$ cat src/design/ssa_pkg.sv
// Shared types and constants for the sample statistics archive.
`default_nettype none

package ssa_pkg;

	localparam int unsigned HISTORY_DEPTH_DEF = 256;
	localparam int unsigned SAMPLE_BITS       = 16;

	localparam int unsigned VAL_W  = 16;
	localparam int unsigned SUM_W  = 32;
	localparam int unsigned AGE_W  = 8;
	localparam int unsigned ACT_W  = 2;
	localparam int unsigned ENTRY_W = 3 * VAL_W;

	localparam logic [VAL_W-1:0] NO_DATA   = 16'hFFFF;
	localparam logic [VAL_W-1:0] MIN_RESET = 16'hFFFE;
	localparam logic [VAL_W-1:0] COUNT_MAX = 16'hFFFF;

	localparam logic [VAL_W-1:0] SAMPLE_MASK =
		(SAMPLE_BITS >= VAL_W) ? {VAL_W{1'b1}} : VAL_W'((32'd1 << SAMPLE_BITS) - 32'd1);

	typedef enum logic [ACT_W-1:0] {
		ACT_SAMPLE = 2'd0,
		ACT_CRC    = 2'd1,
		ACT_CLOSE  = 2'd2,
		ACT_READ   = 2'd3
	} action_t;

	// controller to datapath
	typedef struct packed {
		logic upd_sample;
		logic upd_error;
		logic clear_period;
		logic div_start_mean;
		logic div_start_rate;
		logic take_mean;
		logic commit;
		logic read_mem;
		logic load_out;
	} ssa_cmd_t;

	// datapath to controller
	typedef struct packed {
		logic count_nz;
		logic div_done;
		logic out_busy;
	} ssa_status_t;

endpackage

`default_nettype wire

$ cat src/design/ssa_ctrl.sv
// Controller state machine sequencing events, period close and history reads.
`default_nettype none

module ssa_ctrl (
	input  wire logic                      clk,
	input  wire logic                      arst_n,
	input  wire logic                      in_valid,
	input  wire logic [ssa_pkg::ACT_W-1:0] action,
	output logic                           in_ready,
	input  wire ssa_pkg::ssa_status_t      status,
	output ssa_pkg::ssa_cmd_t              cmd
);

	typedef enum logic [3:0] {
		ST_IDLE = 4'b0001,
		ST_MEAN = 4'b0010,
		ST_RATE = 4'b0100,
		ST_READ = 4'b1000
	} state_t;

	state_t state_q;
	state_t state_d;
	logic   accept;

	assign in_ready = (state_q == ST_IDLE);
	assign accept   = in_valid && in_ready;

	always_comb begin
		state_d = state_q;
		cmd     = '0;
		unique case (state_q)
			ST_IDLE: begin
				if (accept) begin
					unique case (ssa_pkg::action_t'(action))
						ssa_pkg::ACT_SAMPLE: cmd.upd_sample = 1'b1;
						ssa_pkg::ACT_CRC:    cmd.upd_error  = 1'b1;
						ssa_pkg::ACT_CLOSE: begin
							if (status.count_nz) begin
								cmd.div_start_mean = 1'b1;
								state_d            = ST_MEAN;
							end else begin
								cmd.clear_period = 1'b1;
							end
						end
						ssa_pkg::ACT_READ: begin
							cmd.read_mem = 1'b1;
							state_d      = ST_READ;
						end
						default: ;
					endcase
				end
			end
			ST_MEAN: begin
				if (status.div_done) begin
					cmd.take_mean      = 1'b1;
					cmd.div_start_rate = 1'b1;
					state_d            = ST_RATE;
				end
			end
			ST_RATE: begin
				if (status.div_done) begin
					cmd.commit       = 1'b1;
					cmd.clear_period = 1'b1;
					state_d          = ST_IDLE;
				end
			end
			ST_READ: begin
				// hold until the output register is free
				if (!status.out_busy) begin
					cmd.load_out = 1'b1;
					state_d      = ST_IDLE;
				end
			end
			default: state_d = ST_IDLE;
		endcase
	end

	always_ff @(posedge clk or negedge arst_n) begin
		if (!arst_n) begin
			state_q <= ST_IDLE;
		end else begin
			state_q <= state_d;
		end
	end

endmodule

`default_nettype wire

$ cat config.mk
export PLATFORM = sky130hd
export DESIGN_NAME = ssa_ctrl
export DESIGN_NICKNAME = d
export VERILOG_FILES = /design/src/design/ssa_pkg.sv /design/src/design/ssa_ctrl.sv
export SDC_FILE = /design/constraint.sdc
export NUM_CORES = 1
export LEC_CHECK = 0
export ABC_AREA = 1
export BUFFER_PORTS_ARGS = -buffer_cell sky130_fd_sc_hd__buf_2
export CAP_MARGIN = 20
export CORE_AREA = 2 2 39 41
export DETAILED_ROUTE_END_ITERATION = 10
export DIE_AREA = 0 0 41 43
export HOLD_SLACK_MARGIN = 0.15
export PLACE_DENSITY_LB_ADDON = 0.3
export SETUP_SLACK_MARGIN = 0.3
export SLEW_MARGIN = 25
export SYNTH_ARGS = -nofsm -noshare
export SYNTH_HDL_FRONTEND = slang
export SYNTH_SLANG_ARGS = --single-unit
$ cat constraint.sdc
create_clock -name clk -period 1.8 [get_ports clk]
set_input_delay 0.54 -clock clk [delete_from_list [all_inputs] [get_ports clk]]
set_output_delay 0.54 -clock clk [all_outputs]
set_load 0.05 [all_outputs]
==> key figures <==
Logic synthesis
  – Syn. warnings: 0
  – Yosys cell types: 15
  – Post-synthesis sequential area ratio: 0.3253
  – Synthesized instance count: 46
  – Post-Syn Area: 311.5 um^2
  – Mean Syn Cell Area: 6.773 um^2
  – Synth Register Bits: 4
  – Post-Syn Nets: 54

Placement
  – PortBufs: 17
  – Gpl congestion: 0.7003
  – Worst slack, placed: -0.06503 ns
  – Hpwl dp: 653.9 um

Pwr
  – Switching Fraction: 0.4303
  – Pint: 0.3825 mW
  – Leak pwr: 0.3649 nW
  – Net Sw Power: 0.2889 mW
  – Comb pwr share: 0.621
  – Sequential share of power: 0.198
  – VDD IR max: 0.3919 mV
  – Pwr Density: 905.0 mW/mm^2
  – Clock power share: 0.180

GRT
  – First-pass GRT wire length: 1.504 mm
  – Largest net degree at the start of global routing: 5
  – Vias in the first global route: 377
  – GRT Overall Usage: 0.1278
  – Initial antenna violation count: 0
  – Grt total ovfl: 0

Setup path
  – Largest stage delay, worst path: 0.56 ns
  – CP most frequent cell: nor2_4
  – CP arrival: 1.39 ns
  – Worst path slowest cell: dfstp_2
  – Crit. path cell count: 5
  – CP Launch Type: flop
  – Crit path max-delay family: flip-flops
  – Buf/Inv on CP: 1
  – Crit Path Category: flop to output port
  – Critical path peak fanout: 3
  – CP required: 1.26 ns
  – Worst reg2reg path depth: 9
  – Critical path cell sequence: nand3_4 -> nor2_4 -> nand2_2 -> nor2_4 -> buf_6
  – Setup crit end kind: output port

Layout
  – Diode count: 0
  – Storage cell area: 101.3 um^2
  – Layout Utilization: 0.5362
  – Number of flip-flops in the largest register: 4
  – Top reg by flops: state_q
  – Area Overhead vs Synth: 138.2%
  – Number of fill cells: 140
  – Share of cells above drive strength 1: 0.7073
  – Top flop regs: state_q (4)
  – NumNets Final: 91
  – Footprint of the multi-input gates: 260.3 um^2

Clock tree
  – CTS root buffer: clkbuf_4
  – Clk slew on worst S/H paths: 0.04 ns
  – Num CTS Buffers: 3
  – H-tree Lvls: 1
  – CTS Sinks: 4
  – Clock Tree Buf Depth: 2
  – Worst-Skew Late Latency: 0.23 ns
  – TritonCTS clock tree: done

Detailed routing
  – Drt wl/cell: 9.510 um
  – Final wirelength: 932 um
  – First-pass DRT Iterations: 2
  – Antenna-violating nets left: 0
  – Routed vias: 406
  – Routed vias/inst: 4.143
  – DR DRC count: 0
  – Starting DRT DRC Count: 3

Timing
  – Final Setup Violations: 7
  – Setup WS post-layout: -0.1279 ns
  – Fin crit period: 1.928 ns
  – Worst-Margin Slew: 0.2505 ns
  – Fmax: 0.5187 GHz
  – RSZ-0062 raised after global routing: true
  – Fin. max-slew vios: 0
  – Final period util: 1.071
  – Final hold violation count: 0
  – Rel. slew slack: 0.8328
  – Clock Skew: 0.005271 ns

Floorplan
  – IO Count: 18
  – Die Ht: 43 um
  – Die width: 41 um
  – Initial Utilization: 0.2251
  – Core ar.: 0.001384 mm^2
  – Die area: 0.001763 mm^2
  – Std cell rows: 14

Outcome
  – Failing checks: negative setup slack
  – Status: complete, but fails checks

Hold path
  – Hold Path Depth: 3
  – Min-Delay Path Class: input port to flop

Run
  – Maxcap violations: 0
layer usage:
| layer | share of wire | track usage | up-vias |
|---|---|---|---|
| li1 | - | - | 213 |
| met1 | 0.36 | 0.1392 | 185 |
| met2 | 0.61 | 0.2250 | 8 |
| met3 | 0.030 | 0.01571 | 0 |
| met4 | 0 | 0.06000 | 0 |
| met5 | 0 | 0 | - |
worst reg2reg max path, stage by stage, from the launching register on:
cell and delay, ns:
dfrtp_1 0.40, nor2_4 0.14, buf_4 0.12, buf_6 0.08, nand2_4 0.05, buf_4 0.14
nand2_1 0.06, nand2_1 0.05, nand4_1 0.08, nand2_1 0.05
metrics by stage:
stage                     hold slack, ns  setup TNS [ns]  area [um^2]  instances  total power [mW]
after floorplan                   0.2444               0        374.1         46            0.3252
after global placement            0.3480        -0.07093        535.5         87            0.3965
after detailed placement          0.3499         -0.1239        535.5         87            0.4019
after CTS                         0.5971         -0.7672        729.5         98            0.6704
after global routing              0.6012          -1.234        742.0         98            0.7092
final                             0.6029         -0.6278        742.0         98            0.6715
worst paths after layout:
check / slack, ns / start / to
min in group asynchronous: 0.63 / arst_n / state_q[1]$_DFFE_PN0P_
hold reg to reg: 0.68 / state_q[1]$_DFFE_PN0P_ / state_q[3]$_DFFE_PN0P_
setup reg to reg: 0.55 / state_q[2]$_DFFE_PN0P_ / state_q[0]$_DFFE_PN1P_
setup / recovery: -0.13 / state_q[0]$_DFFE_PN1P_ / cmd[8]
max in group asynchronous: 0.96 / arst_n / state_q[0]$_DFFE_PN1P_
hold / removal: 0.60 / status[1] / state_q[2]$_DFFE_PN0P_
kinds of logic after synthesis:
group / after synthesis / synth area share
AND/OR/NAND/NOR: 28 / 0.4257
AO/OA/AOI/OAI: 3 / 0.1044
buffers and inverters: 11 / 0.1446
flip-flops: 4 / 0.3253
power by group through the flow:
stage	Combinational [mW]	Sequential, mW	Clock [mW]
after floorplan	0.200	0.125	0
after global placement	0.269	0.127	0
after detailed placement	0.274	0.128	0
after CTS	0.413	0.131	0.126
after global routing	0.442	0.135	0.133
final	0.417	0.133	0.121
Yosys cell counts, drive strengths merged:
cell     n  share of area
buf      1          0.024
dfrtp    3           0.24
dfstp    1          0.084
inv     10           0.12
nand2   10           0.13
nand3    4          0.080
nand4    2          0.040
nor2    12           0.18
o21bai   1          0.024
o22ai    2          0.080
repair_timing:
| item | in CTS | in global routing |
|---|---|---|
| gates cloned | 0 | 0 |
| setup buffers | 6 | 0 |
| hold buffers | 1 | 0 |
| pin swaps | 3 | 0 |
| resized for setup | 33 | 4 |
| hold endpoints to repair | 3 | 0 |
| setup endpoints to repair | 10 | 10 |
cell type report:
| class | count | share of cell area |
|---|---|---|
| flip-flops and latches | 4 | 0.1366 |
| repair buffers | 33 | 0.3946 |
| multi-input cells | 31 | 0.3508 |
| clock buffers | 4 | 0.03541 |
| well taps | 16 | 0.02698 |
| inverters | 10 | 0.05565 |
cells in the final DEF (no fill, tap or decap), drive strengths merged:
cell type / Yosys / final
buf: 1 / 32
dlygate4sd3: 0 / 1
nand3: 4 / 4
nand4: 2 / 2
inv: 10 / 9
nand2: 10 / 10
o21bai: 1 / 1
clkinvlp: 0 / 1
dfrtp: 3 / 3
clkbuf: 0 / 4
nor2: 12 / 12
dfstp: 1 / 1
o22ai: 2 / 2
(Power assumes the default switching activity.)
